`config.mk`:
```
export PLATFORM = sky130hd
export DESIGN_NAME = tfn_sqrt
export DESIGN_NICKNAME = d
export VERILOG_FILES = /design/src/rtl/tfn_sqrt.sv
export SDC_FILE = /design/constraint.sdc
export NUM_CORES = 1
export LEC_CHECK = 0
export BUFFER_PORTS_ARGS = -buffer_cell sky130_fd_sc_hd__buf_2
export CAP_MARGIN = 20
export CORE_ASPECT_RATIO = 0.75
export CORE_UTILIZATION = 55
export CTS_CLUSTER_DIAMETER = 40
export DETAILED_ROUTE_END_ITERATION = 10
export GPL_TIMING_DRIVEN = 0
export HOLD_SLACK_MARGIN = 0.05
export PLACE_DENSITY = 0.71
export SYNTH_ARGS = -nofsm -noshare
export SYNTH_HDL_FRONTEND = slang
export SYNTH_SLANG_ARGS = --single-unit
```
`constraint.sdc`:
```
create_clock -name clk -period 3.3 [get_ports clk]
set_input_delay 0.33 -clock clk [delete_from_list [all_inputs] [get_ports clk]]
set_output_delay 0.33 -clock clk [all_outputs]
set_load 0.05 [all_outputs]
```
`src/rtl/tfn_sqrt.sv`:
```
// Pipelined integer square root, one result bit per register stage.
// Carries an opaque sideband along with each request. No dependencies.
`timescale 1ns / 1ps
module tfn_sqrt #(
	parameter int W = 16,
	parameter int SB = 1
) (
	input  logic clk,
	input  logic arst_n,
	input  logic en,
	input  logic in_valid,
	input  logic [2*W:0] s,
	input  logic [SB-1:0] sb_in,
	output logic out_valid,
	output logic [W-1:0] root,
	output logic [SB-1:0] sb_out
);
	localparam int NW = 2*W + 1;

	logic v_s [W+1];
	logic [NW-1:0] rem_s [W+1];
	logic [W-1:0] root_s [W+1];
	logic [SB-1:0] sb_s [W+1];

	assign v_s[0] = in_valid;
	assign rem_s[0] = s;
	assign root_s[0] = '0;
	assign sb_s[0] = sb_in;

	for (genvar i = 0; i < W; i++) begin : g_step
		localparam int B = W - 1 - i;
		logic [NW-1:0] trial;
		logic ge;

		// (r + 2^B)^2 - r^2
		assign trial = (NW'(root_s[i]) << (B + 1)) + (NW'(1) << (2 * B));
		assign ge = rem_s[i] >= trial;

		always_ff @(posedge clk or negedge arst_n) begin
			if (!arst_n) begin
				v_s[i+1] <= 1'b0;
			end else if (en) begin
				v_s[i+1] <= v_s[i];
			end
		end

		always_ff @(posedge clk) begin
			if (en) begin
				rem_s[i+1] <= ge ? (rem_s[i] - trial) : rem_s[i];
				root_s[i+1] <= ge ? (root_s[i] | (W'(1) << B)) : root_s[i];
				sb_s[i+1] <= sb_s[i];
			end
		end
	end

	assign out_valid = v_s[W];
	assign root = root_s[W];
	assign sb_out = sb_s[W];
endmodule

```
Yosys cells after proc, flatten, opt, wreduce, memory -nomap -nowiden
Index checks and enable logic that the tools add are counted.

word-level totals
  logic and storage cells = 140
  register bits = 783
  output and inout bits = 18

operators by class
  muxes and demuxes = 16
  add/sub/neg operators = 30
  $lt $le $gt $ge = 16

operators by type and width
  cell                                                                      number
  33-bit two-way mux                                                        15
  33-bit by 18-bit >= comparator with 1-bit output                          1
  33-bit by 19-bit >= comparator with 1-bit output                          1
  33-bit by 20-bit >= comparator with 1-bit output                          1
  33-bit by 21-bit >= comparator with 1-bit output                          1
  33-bit by 22-bit >= comparator with 1-bit output                          1
  33-bit by 23-bit >= comparator with 1-bit output                          1
  33-bit by 24-bit >= comparator with 1-bit output                          1
  33-bit by 25-bit >= comparator with 1-bit output                          1
  33-bit by 26-bit >= comparator with 1-bit output                          1
  33-bit by 27-bit >= comparator with 1-bit output                          1
  33-bit by 28-bit >= comparator with 1-bit output                          1
  33-bit by 29-bit >= comparator with 1-bit output                          1
  33-bit by 30-bit >= comparator with 1-bit output                          1
  33-bit by 31-bit >= comparator with 1-bit output                          1
  33-bit by 31-bit >= comparator with 1-bit output (second input constant)  1
  33-bit by 32-bit >= comparator with 1-bit output                          1
  33-bit by 19-bit subtractor with 33-bit output                            1
  33-bit by 20-bit subtractor with 33-bit output                            1
  33-bit by 21-bit subtractor with 33-bit output                            1
  33-bit by 22-bit subtractor with 33-bit output                            1
  33-bit by 23-bit subtractor with 33-bit output                            1
  33-bit by 24-bit subtractor with 33-bit output                            1
  33-bit by 25-bit subtractor with 33-bit output                            1
  24 further kinds                                                          24

Longest topological paths before layout
  depth in word-level cells = 3
  mapped depth = 12

Worst setup path after synthesis
No wires, ideal clock.

  path kind = register -> register
  from = reg rem_s[140] (netlist name)
  to = reg rem_s[110] (netlist name), data pin
  cell stages (with the launch flop) = 11
  data arrival time = 2.516 ns
  setup slack = 0.524 ns
  clock period less this slack = 2.776 ns
  cells stage by stage = edfxtp_1 -> ha_1 -> or3_1 -> o221a_2 -> or4_1 -> nand3_1 -> o31a_1 -> buf_2 -> inv_1 -> buf_2 -> mux2_2

on the way
  cells in the longest elaborated chain, start to end = 2
  elaborated cells between the ends (all ways) = 3
  classes of those cells = add/sub (1); order compare (1); mux (1)

RTL lines
  element                                                                                                             line    RTL
  start: declaration                                                                                                  21      logic [NW-1:0] rem_s [W+1];
  start signal: indexed assignment                                                                                    49      rem_s[i+1] <= ge ? (rem_s[i] - trial) : rem_s[i];
  33-bit by 21-bit subtractor with 33-bit output or 33-bit by 21-bit >= comparator with 1-bit output (tied branches)  49, 37
  33-bit two-way mux *                                                                                                49

Mark *: on every way between the ends. The rest lies on a longest branch, timed or not.
A chain may end at the register's enable or synchronous reset.

Worst setup path in the final report
  from = reg rem_s[70] (netlist name)
  to = reg rem_s[55] (netlist name), data pin

on the way
  cells in the longest elaborated chain, start to end = 2
  elaborated cells between the ends (all ways) = 3
  classes of those cells = add/sub (1); order compare (1); mux (1)

RTL lines
  element                                                                                                             line
  33-bit by 19-bit subtractor with 33-bit output or 33-bit by 19-bit >= comparator with 1-bit output (tied branches)  49, 37
  33-bit two-way mux *                                                                                                49

Marked as above.

==> flow_summary_export.csv <==
group,metric,value,unit
global_route,antenna_found_initial,1,
cts,numCtsBuffers,80,
synthesis,async_flop_share,0.0241,
drt,viasPerCell,5.78,
floorplan,rows,74,
cts,cts-root-buf,"clkbuf_16",
finish,multiInputGateArea,10400,um^2
global_route,grt_overflow,0,
drt,finalWirelength,62200,um
synthesis,synthesis.area,31000,um^2
sta,period_share,0.955,
finish,layout-drive-gt1-share,0.107,
setup_path,path_class,"flip-flop to flip-flop",
sta,fmax,0.317,GHz
global_route,grt_use_total,0.222,
floorplan,coreArea,55000,um^2
sta,setup_slack,0.147,ns
sta,relSlewSlack,0.399,
setup_path,setup.worst_path.end_class,"flip-flop",
setup_path,worstSetupStartpointType,"flip-flop",
setup_path,required,3.63,ns
floorplan,io_pins,56,
synthesis,ys_warn_count,0,
cts,cts_max_level,3,
synthesis,synth_top_cell_area_share,0.627,
pwr,p_leak,13.4,nW
sta,hold_viol_final,0,
global_route,grt_pass1_vias,19222,
finish,utilization,0.646,
pwr,vdd_drop_max,0.491,mV
synthesis,synthCells,2364,
synthesis,yosys.area.top_type,"edfxtp_1",
drt,detail_route.wl_per_cell,18.7,um
synthesis,netlist-cell-type-count,79,
cts,clk_pin_slew,0.06,ns
sta,setup_viol,0,
flow_run,drv_cap,0,
cts,clock_sinks,663,
finish,regArea,19800,um^2
min_path,worstHoldPathType,"input pin to flip-flop",
sta,fin_worst_skew,0.0211,ns
cts,clock_latency,0.62,ns
sta,period_needed,3.15,ns
sta,maxSlewViolCount,0,
placed_design,place_congestion,1.03,
cts,cts.path.max_buffers,3,
drt,drtAntennaViolNets,0,
pwr,p_per_area,661,nW/um^2
setup_path,cp.arrival,3.49,ns
floorplan,die_h,207,um
sta,tns,0,ns
sta,rsz0062_at_grt,"no",
synthesis,synth-seq-area-share,0.640,
synthesis,synth_area_leaders,"edfxtp_1 63%, ha_1 6.1%, xnor2_1 3.1%",
finish,fin_nets,2729,
synthesis,synth_area_per_cell,13.1,um^2
floorplan,die_area,57300,um^2
placed_design,dpl_worst_slack,-0.171,ns
synthesis,synth_ff_type,"edfxtp_1",
outcome,outcome,"completed",
drt,num_vias,19250,
drt,drcViolationCount,0,
synthesis,synthesis.nets,2552,
cts,cts_tree,"yes",
synthesis,synth_edf_count,647,
synthesis,yosys_register_bits,663,
placed_design,placement.io_buffers,55,
placed_design,dp_hpwl,44400,um
finish,fillers,3978,
drt,drt_first_pass_iters,5,
global_route,grt_pass1_wl,101000,um
sta,worst_pin_slew,0.890,ns
finish,diodes,0,
pwr,power,23.5,mW
setup_path,worstPathMaxFanout,8,
synthesis,synthMostInstantiatedCell,"edfxtp_1",
synthesis,synth_commonest_cells,"647 x edfxtp_1, 186 x inv_1, 150 x ha_1",
floorplan,die_w,276,um
finish,area_delta_synth_final,14.7,%
floorplan,start_util,0.563,
global_route,grt_max_degree,130,
sta,hold_ws,0.126,ns
drt,drtIter0Drc,1659,
-- registers in the layout (all words and copies together), names as in the netlist --
name	count
root	16
rem_s	495
root_s	120
sb_out	1
v_s	15
sb_s	15
out_valid	1
-- layer usage --
metal | track usage | routed length [um] | vias to the layer above
li1 | - | - | 9269
met4 | 0.0657 | 1450 | 2
met2 | 0.376 | 30900 | 551
met3 | 0.0437 | 3170 | 135
met5 | 0 | 12 | -
met1 | 0.288 | 26700 | 9293
-- kinds of logic after synthesis --
logic type / count (synthesis) / share of synthesized area
adders and majority gates: 150 / 0.0606
AOI/OAI and AO/OA: 411 / 0.0842
and+or+nand+nor: 672 / 0.115
muxes: 35 / 0.0125
DFF: 663 / 0.640
buffers and inverters: 222 / 0.0276
xor gates and xnor gates: 211 / 0.0597
-- layout make-up --
type / instances / area share
Buffer: 34 / 0.00447
Clock buffer: 96 / 0.0616
Clock inverter: 52 / 0.0150
Inverter: 188 / 0.0199
Multi-Input combinational cell: 1479 / 0.294
Sequential cell: 663 / 0.558
Tap cell: 722 / 0.0254
Timing Repair Buffer: 95 / 0.0216
-- stage by stage --
step                      area (um^2)  std cells
final                           35500       3329
after global routing            35500       3329
after CTS                       35400       3327
after detailed placement        32300       3146
after global placement          32100       3141
after floorplan                 31000       2364
-- worst max-delay path, stage by stage (launching register included) --
cell and delay [ns]:
edfxtp_1 0.41, ha_1 0.43, nor2b_1 0.19, o31a_1 0.29
o31a_1 0.30, a311o_1 0.44, a211o_1 0.41, nor4_1 0.26
xor2_1 0.14
-- final timing paths --
| check | to | slack (ns) | from | cells past startpoint |
|---|---|---|---|---|
| setup / recovery | rem_s[55] | 0.15 | rem_s[70] | 8 |
| hold / removal | root_s[255] | 0.13 | s[31] | 3 |
| setup reg to reg | rem_s[55] | 0.15 | rem_s[70] | 8 |
| hold reg to reg | sb_s[3] | 0.42 | sb_s[4] | 0 |
| max in group asynchronous | v_s[5] | 2.89 | arst_n | 2 |
| min in group asynchronous | v_s[8] | 0.15 | arst_n | 2 |
-- power breakdown --
| group | switching [mW] | total, mW | internal [mW] |
|---|---|---|---|
| Sequential | 0.717 | 11.2 | 10.5 |
| Combinational | 1.97 | 3.45 | 1.47 |
| Clock | 3.57 | 8.81 | 5.24 |
-- cells in the final DEF (no fill, tap or decap), drive strengths merged, types with 19 or more instances in the layout --
| cell | instances |
|---|---|
| nor2b | 22 |
| nor3 | 77 |
| o21ai | 105 |
| nand3 | 32 |
| buf | 75 |
| ha | 150 |
| nor4b | 19 |
| nor4 | 74 |
| a21oi | 123 |
| nand2 | 126 |
| inv | 203 |
| edfxtp | 647 |
| mux2 | 29 |
| clkinv | 26 |
| xor2 | 100 |
| clkbuf | 117 |
| nand2b | 30 |
| or4 | 20 |
| nand4 | 32 |
| or3 | 21 |
| xnor2 | 111 |
| o21a | 28 |
| a21o | 25 |
| nor2 | 145 |
| dlygate4sd3 | 33 |
-- repair_timing --
action / in CTS / in global routing
endpoints found under the setup margin: 35 / 93
setup buffers: 0 / 2
endpoints found under the hold margin: 48 / 0
resized for setup: 9 / 25
pin swaps: 0 / 1
hold buffers: 33 / 0
Power figures use the tool's default switching activity.
