===== config.mk =====
export PLATFORM = sky130hd
export DESIGN_NAME = tfn_front
export DESIGN_NICKNAME = d
export VERILOG_FILES = /design/src/rtl/tfn_pkg.sv /design/src/rtl/tfn_front.sv
export SDC_FILE = /design/constraint.sdc
export NUM_CORES = 2
export LEC_CHECK = 0
export BUFFER_PORTS_ARGS = -buffer_cell sky130_fd_sc_hd__buf_4
export CELL_PAD_IN_SITES_DETAIL_PLACEMENT = 1
export CELL_PAD_IN_SITES_GLOBAL_PLACEMENT = 2
export CORE_MARGIN = 3
export CORE_UTILIZATION = 29
export DETAILED_ROUTE_END_ITERATION = 8
export GPL_TIMING_DRIVEN = 1
export PLACE_DENSITY = 0.62
export SYNTH_ARGS = -nofsm -noshare
export SYNTH_HDL_FRONTEND = slang
export SYNTH_SLANG_ARGS = --single-unit

===== constraint.sdc =====
create_clock -name clk -period 7.6 [get_ports clk]
set_input_delay 1.52 -clock clk [delete_from_list [all_inputs] [get_ports clk]]
set_output_delay 1.52 -clock clk [all_outputs]
set_load 0.05 [all_outputs]

===== src/rtl/tfn_pkg.sv =====
// Shared types and codes for the tangent frame pipeline.
// No dependencies; the files that use it refer to it by scoped names.
`timescale 1ns / 1ps
package tfn_pkg;
	localparam int TAG_W = 16;

	typedef enum logic [1:0] {
		AXIS_X = 2'd0,
		AXIS_Y = 2'd1,
		AXIS_Z = 2'd2
	} axis_t;

	// neg[0], neg[1]: signs of the two plain quotients
	// neg[2], neg[3]: signs of the two product quotients
	typedef struct packed {
		logic [TAG_W-1:0] tag;
		axis_t axis;
		logic degen;
		logic [3:0] neg;
	} ctl_t;
endpackage


===== src/rtl/tfn_front.sv =====
// Front end: magnitudes, squares and cross products, axis choice, numerators.
// Four register stages. Uses tfn_pkg.
`timescale 1ns / 1ps
module tfn_front #(
	parameter int W = 16
) (
	input  logic clk,
	input  logic arst_n,
	input  logic en,
	input  logic in_valid,
	input  logic [tfn_pkg::TAG_W-1:0] tag,
	input  logic signed [W-1:0] nx,
	input  logic signed [W-1:0] ny,
	input  logic signed [W-1:0] nz,
	output logic out_valid,
	output logic [2*W:0] s_sel,
	output logic [2*W-1:0] num [4],
	output tfn_pkg::ctl_t ctl
);
	localparam int NW = 2*W + 1;
	localparam int FRAC = W - 2;

	logic v_s1, v_s2, v_s3, v_s4;
	logic [tfn_pkg::TAG_W-1:0] tag_s1, tag_s2, tag_s3;
	logic [W-1:0] mx_s1, my_s1, mz_s1, mx_s2, my_s2, mz_s2, mx_s3, my_s3, mz_s3;
	logic [2:0] sg_s1, sg_s2, sg_s3;
	logic [2*W-1:0] qx_s2, qy_s2, qz_s2, pxy_s2, pxz_s2, pyz_s2;
	logic [2*W-1:0] pxy_s3, pxz_s3, pyz_s3;
	logic [NW-1:0] sx_s3, sy_s3, sz_s3;
	logic [NW-1:0] s_s4;
	logic [2*W-1:0] num_s4 [4];
	tfn_pkg::ctl_t ctl_s4;

	tfn_pkg::axis_t ax;
	tfn_pkg::ctl_t ctl_d;
	logic [NW-1:0] s_d;
	logic [2*W-1:0] num_d [4];
	logic [2*W-1:0] fx, fy, fz;

	always_ff @(posedge clk or negedge arst_n) begin
		if (!arst_n) begin
			v_s1 <= 1'b0;
			v_s2 <= 1'b0;
			v_s3 <= 1'b0;
			v_s4 <= 1'b0;
		end else if (en) begin
			v_s1 <= in_valid;
			v_s2 <= v_s1;
			v_s3 <= v_s2;
			v_s4 <= v_s3;
		end
	end

	always_ff @(posedge clk) begin
		if (en) begin
			tag_s1 <= tag;
			mx_s1 <= nx[W-1] ? (~nx + W'(1)) : nx;
			my_s1 <= ny[W-1] ? (~ny + W'(1)) : ny;
			mz_s1 <= nz[W-1] ? (~nz + W'(1)) : nz;
			sg_s1 <= {nz[W-1], ny[W-1], nx[W-1]};

			tag_s2 <= tag_s1;
			mx_s2 <= mx_s1;
			my_s2 <= my_s1;
			mz_s2 <= mz_s1;
			sg_s2 <= sg_s1;
			qx_s2 <= (2*W)'(mx_s1) * (2*W)'(mx_s1);
			qy_s2 <= (2*W)'(my_s1) * (2*W)'(my_s1);
			qz_s2 <= (2*W)'(mz_s1) * (2*W)'(mz_s1);
			pxy_s2 <= (2*W)'(mx_s1) * (2*W)'(my_s1);
			pxz_s2 <= (2*W)'(mx_s1) * (2*W)'(mz_s1);
			pyz_s2 <= (2*W)'(my_s1) * (2*W)'(mz_s1);

			tag_s3 <= tag_s2;
			mx_s3 <= mx_s2;
			my_s3 <= my_s2;
			mz_s3 <= mz_s2;
			sg_s3 <= sg_s2;
			pxy_s3 <= pxy_s2;
			pxz_s3 <= pxz_s2;
			pyz_s3 <= pyz_s2;
			sx_s3 <= NW'(qy_s2) + NW'(qz_s2);
			sy_s3 <= NW'(qx_s2) + NW'(qz_s2);
			sz_s3 <= NW'(qx_s2) + NW'(qy_s2);

			s_s4 <= s_d;
			num_s4 <= num_d;
			ctl_s4 <= ctl_d;
		end
	end

	// quotient numerators: magnitude scaled up by the fraction width
	assign fx = (2*W)'({mx_s3, FRAC'(0)});
	assign fy = (2*W)'({my_s3, FRAC'(0)});
	assign fz = (2*W)'({mz_s3, FRAC'(0)});

	always_comb begin
		if (sx_s3 >= sy_s3 && sx_s3 >= sz_s3) begin
			ax = tfn_pkg::AXIS_X;
		end else if (sy_s3 >= sx_s3 && sy_s3 >= sz_s3) begin
			ax = tfn_pkg::AXIS_Y;
		end else begin
			ax = tfn_pkg::AXIS_Z;
		end
		ctl_d.tag = tag_s3;
		ctl_d.axis = ax;
		ctl_d.degen = (sx_s3 == '0) && (sy_s3 == '0) && (sz_s3 == '0);
		case (ax)
			tfn_pkg::AXIS_X: begin
				s_d = sx_s3;
				num_d[0] = fz;
				num_d[1] = fy;
				num_d[2] = pxy_s3;
				num_d[3] = pxz_s3;
				ctl_d.neg = {sg_s3[0] ^ sg_s3[2], sg_s3[0] ^ sg_s3[1], ~sg_s3[1], sg_s3[2]};
			end
			tfn_pkg::AXIS_Y: begin
				s_d = sy_s3;
				num_d[0] = fz;
				num_d[1] = fx;
				num_d[2] = pxy_s3;
				num_d[3] = pyz_s3;
				ctl_d.neg = {sg_s3[1] ^ sg_s3[2], sg_s3[0] ^ sg_s3[1], sg_s3[0], ~sg_s3[2]};
			end
			default: begin
				s_d = sz_s3;
				num_d[0] = fy;
				num_d[1] = fx;
				num_d[2] = pxz_s3;
				num_d[3] = pyz_s3;
				ctl_d.neg = {sg_s3[1] ^ sg_s3[2], sg_s3[0] ^ sg_s3[2], ~sg_s3[0], sg_s3[1]};
			end
		endcase
	end

	assign out_valid = v_s4;
	assign s_sel = s_s4;
	assign num = num_s4;
	assign ctl = ctl_s4;
endmodule


---- Yosys cells after proc, flatten, opt, wreduce, memory -nomap -nowiden ----
Index checks and enable logic that the tools add are counted.
storage, ports and cells
  bits in registers ....................... 776
  input port bits ......................... 68
  word-level logic and storage cells ...... 85
cells by class
  add/subtract/negate cells ............... 6
  multipliers ............................. 6
  order comparisons ....................... 4
  eq/ne operators ......................... 1
  muxes and demuxes ....................... 8
  bitwise gates (word level) .............. 9
  reduce and logical (&&, ||, !) cells .... 8
operators by type and width
  cell                                                 count
  case mux 126 bit (2 select lines)                    1
  multiplier 16 x 16 -> 32 bit                         6
  >= comparator 33 bit                                 4
  adder 32 x 32 -> 33 bit                              3
  logical NOT 33 bit                                   3
  case mux 33 bit (2 select lines)                     1
  adder 16 x 2 -> 16 bit, second input constant        3
  inverter 16 bit                                      3
  2-to-1 mux 15 bit                                    3
  case mux 4 bit (2 select lines)                      1
  logical AND 1 bit                                    4
  2-to-1 mux 2 bit                                     2
  inverter 1 bit                                       3
  XOR 1 bit                                            3
  equality test 2 x 1 -> 1 bit, second input constant  1
  logical NOT 2 bit                                    1

---- Logic depth before layout (Yosys ltp) ----
  word-level depth ........................ 6
  gate-level depth with buffers ........... 26
  gate-level depth less buffers ........... 24

---- Worst setup path before layout ----
Ideal clock, no wire load.
  path type ............................... flip-flop to flip-flop
  start point ............................. register mz_s1[8]
  end point ............................... register pxz_s2[31], data pin
  setup time .............................. 0.260 ns
  data arrival time ....................... 6.330 ns
  path slack .............................. 1.011 ns
  cell stages (with the launch flop) ...... 25
  path buffers ............................ 2
  clock period less this slack ............ 6.589 ns
  path through ............................ edfxtp_1 > clkbuf_1 > clkbuf_1 > nand2_1 > fa_1 > inv_1 > fa_1 > inv_1 > fa_1 > inv_1 > fa_1 > fa_1 > inv_1 > fa_1 > inv_1 > ha_1 > a21o_1 > a21o_1 > a2111oi_0 > nor3_1 > o41ai_2 > o21ai_1 > a221o_1 > a21oi_1 > xnor2_1
on the way
  word-level cells in the longest chain between the ends .. 1
RTL lines
  what                          line             text
  start, declared               tfn_front.sv:25  logic [W-1:0] mx_s1, my_s1, mz_s1, mx_s2, my_s2, mz_s2, mx_s3, my_s3, mz_s3;
  start signal, assigned        tfn_front.sv:59  mz_s1 <= nz[W-1] ? (~nz + W'(1)) : nz;
  multiplier 16 x 16 -> 32 bit  tfn_front.sv:71  pxz_s2 <= (2*W)'(mx_s1) * (2*W)'(mz_s1);
  end signal, assigned          tfn_front.sv:71
  end, declared                 tfn_front.sv:27  logic [2*W-1:0] qx_s2, qy_s2, qz_s2, pxy_s2, pxz_s2, pyz_s2;
Every way passes these cells.
A chain may end at the register's enable or synchronous reset.

---- Worst setup path in the final report ----
  start point ............................. register mx_s1[15]
  end point ............................... register pxz_s2[31], data pin
on the way
  word-level cells in the longest chain between the ends .. 1
RTL lines
  what                          line             text
  start, declared               tfn_front.sv:25
  start signal, assigned        tfn_front.sv:57  mx_s1 <= nx[W-1] ? (~nx + W'(1)) : nx;
  multiplier 16 x 16 -> 32 bit  tfn_front.sv:71
Every way passes these cells.

==> impl_metrics.ini <==
[outcome]
outcome = finished, final reports clean

[grt]
grt_pass1_vias = 58356
antenna_found_initial = 15
grt-ovfl-total = 0
track_usage = 0.184
grt_max_degree = 152
grt_pass1_wl_mm = 378

[detailed_routing]
first_iter_violations = 2651
ant_nets = 0
first_pass_iters = 5
drc = 0
vias = 52504
postRouteWirelength_mm = 248
routed_via_density = 4.63
drt-wirelength-per-cell_um = 21.9

[finish]
drive_gt1_frac = 0.0961
final_cell_mix = 1,521 x inv_1, 1,070 x fa_1, 807 x ha_1
multiInputGateArea_sq_um = 48700
n_fill_cell = 29833
area_delta_synth_final_pct = 13.2
layout_commonest_cell = inv_1
regArea_sq_um = 22100
final_nets = 9661

[critical_path]
startpoint_type = register
critPathArrivalTime_ps = 7670
r2r_slack_ps = 370
worstPathRequired_ps = 8040
end_kind = register
crit_fanout = 7
path_class = register to register

[logic_synthesis]
syn-cell-area_sq_um = 77800
yosys-top-cells-area = edfxtp_1 28%, fa_1 28%, ha_1 13%, inv_1 7.3%, nand2_1 3.8%
synth_edf_count = 734
yosys_warnings = 0
avgSynthCellArea_sq_um = 10.5
synth-seq-cells = 738
synth_top_cell_by_area = edfxtp_1
yosys_most_used_dff = edfxtp_1
async_flop_share = 0.00542
seq_area_frac_synth = 0.285
synth.distinct_cells = 83
synth_cells = 7406
yosysTopAreaCellShare = 0.283

[cts]
cts_max_path_buffers = 3
clk_pin_slew_ps = 60
cts_buffers = 91
htreeDepth = 3
cts_root_buf = clkbuf_16
cts_tree = yes
clk_latency_ps = 770
cts.sinks = 738
postCtsHoldBufs = 0

[timing]
drv_slew = 0
finalHoldViolations = 0
period_needed_ps = 7230
setup_violations = 0
max_slew_margin = 0.294
period_share = 0.951
rsz0062_at_grt = no
tightest_slew_ps = 1060
tns_ps = 0
fin_worst_skew_ps = 75.1
max_freq_ghz = 0.138

[floorplan]
die_x_um = 524
num_rows = 189
initial_core_util = 0.292
fp.dieH_um = 524
design.core.area_sq_um = 266000
die-area_sq_um = 274000
io_pins = 253

[placement]
dp_hpwl_mm = 198
place.gp.congestion = 0.841
port_buffers = 220

[min_path]
worst_hold_path_type = register to register

[job]
maxCapViolCount = 0
[worst max-delay path, stage by stage (launching register included)]
cell	delay (ps)
edfxtp_1	1030
nand2_1	300
fa_1	570
fa_1	570
inv_1	60
fa_1	480
fa_1	520
fa_1	490
inv_1	50
fa_1	470
inv_1	40
ha_1	340
and3_1	230
and2_1	180
a2bb2oi_1	150
o21ai_1	130
o41ai_2	300
buf_4	200
o21ai_1	160
a221o_1	350
a21oi_1	170
xnor2_1	90
[Yosys cell counts (112+ instances only)]
library cell,number
a21oi_1,236
and2_1,416
fa_1,1070
xnor2_1,208
o21ai_0,149
nand2_1,789
nor2_1,289
ha_1,807
a21o_1,112
inv_1,1521
clkbuf_1,245
edfxtp_1,734
[final timing paths]
kind,start,to,cells after the start
worst max-delay path,mx_s1[15],pxz_s2[31],21
worst min-delay path,pyz_s2[17],pyz_s3[17],0
worst max register to register,mx_s1[15],pxz_s2[31],21
worst min register to register,pyz_s2[17],pyz_s3[17],0
max in group asynchronous,arst_n,out_valid,1
min in group asynchronous,arst_n,v_s1,1
[flip-flops by register name (all words and copies together), names as in the netlist, 33 cells and up]
register / cells
sy_s3: 33
num: 96
sx_s3: 33
sz_s3: 33
s_sel: 33
[cells by family (layout without fill, tap and decap cells)]
group,count (synthesis),in the layout,synth area share
AO/OA/AOI/OAI,748,748,0.0613
flip-flops,738,738,0.285
multiplexers,106,106,0.0153
AND/OR/NAND/NOR,1815,1815,0.110
buffers and inverters,1832,2189,0.0906
adder cells (fa/ha/maj),1877,1877,0.405
XOR/XNOR,289,289,0.0325
other,1,37,0.0000482
[through the flow]
| stage | instance area (sq um) | cells | setup WS, ps | hold WS (ps) | util |
|---|---|---|---|---|---|
| finish | 88000 | 11332 | 371 | 391 | 0.331 |
| global route | 88000 | 11328 | 12.8 | 396 | 0.331 |
| CTS | 88000 | 11327 | 317 | 391 | 0.331 |
| detailed placement | 85000 | 11156 | 373 | 406 | 0.320 |
| global placement | 85000 | 11156 | 435 | 401 | 0.320 |
| floorplan | 77900 | 7437 | 1010 | 400 | - |
[routing by layer]
metal  vias up  share of wire  GRT usage
met5         -       0.000052          0
met4         2          0.023     0.0409
met3       188          0.036     0.0214
met2       766           0.48      0.308
met1     27443           0.46      0.253
li1      24105              -          -
[what timing repair did]
action,CTS,global route
endpoints found under the setup margin,0,2
setup buffers,0,0
gates resized for setup,0,2
[final cells by class]
class	count	share of cell area
Sequential cell	738	0.251
Inverter	1532	0.0653
Multi-Input combinational cell	4867	0.553
Tap cell	3533	0.0502
Clock inverter	63	0.00767
Clock buffer	108	0.0266
Antenna cell	5	0.000142
Timing Repair Buffer	486	0.0451
Power is not shown: default switching activity piles up to over one toggle a cycle in this logic, so the estimate is an artifact.
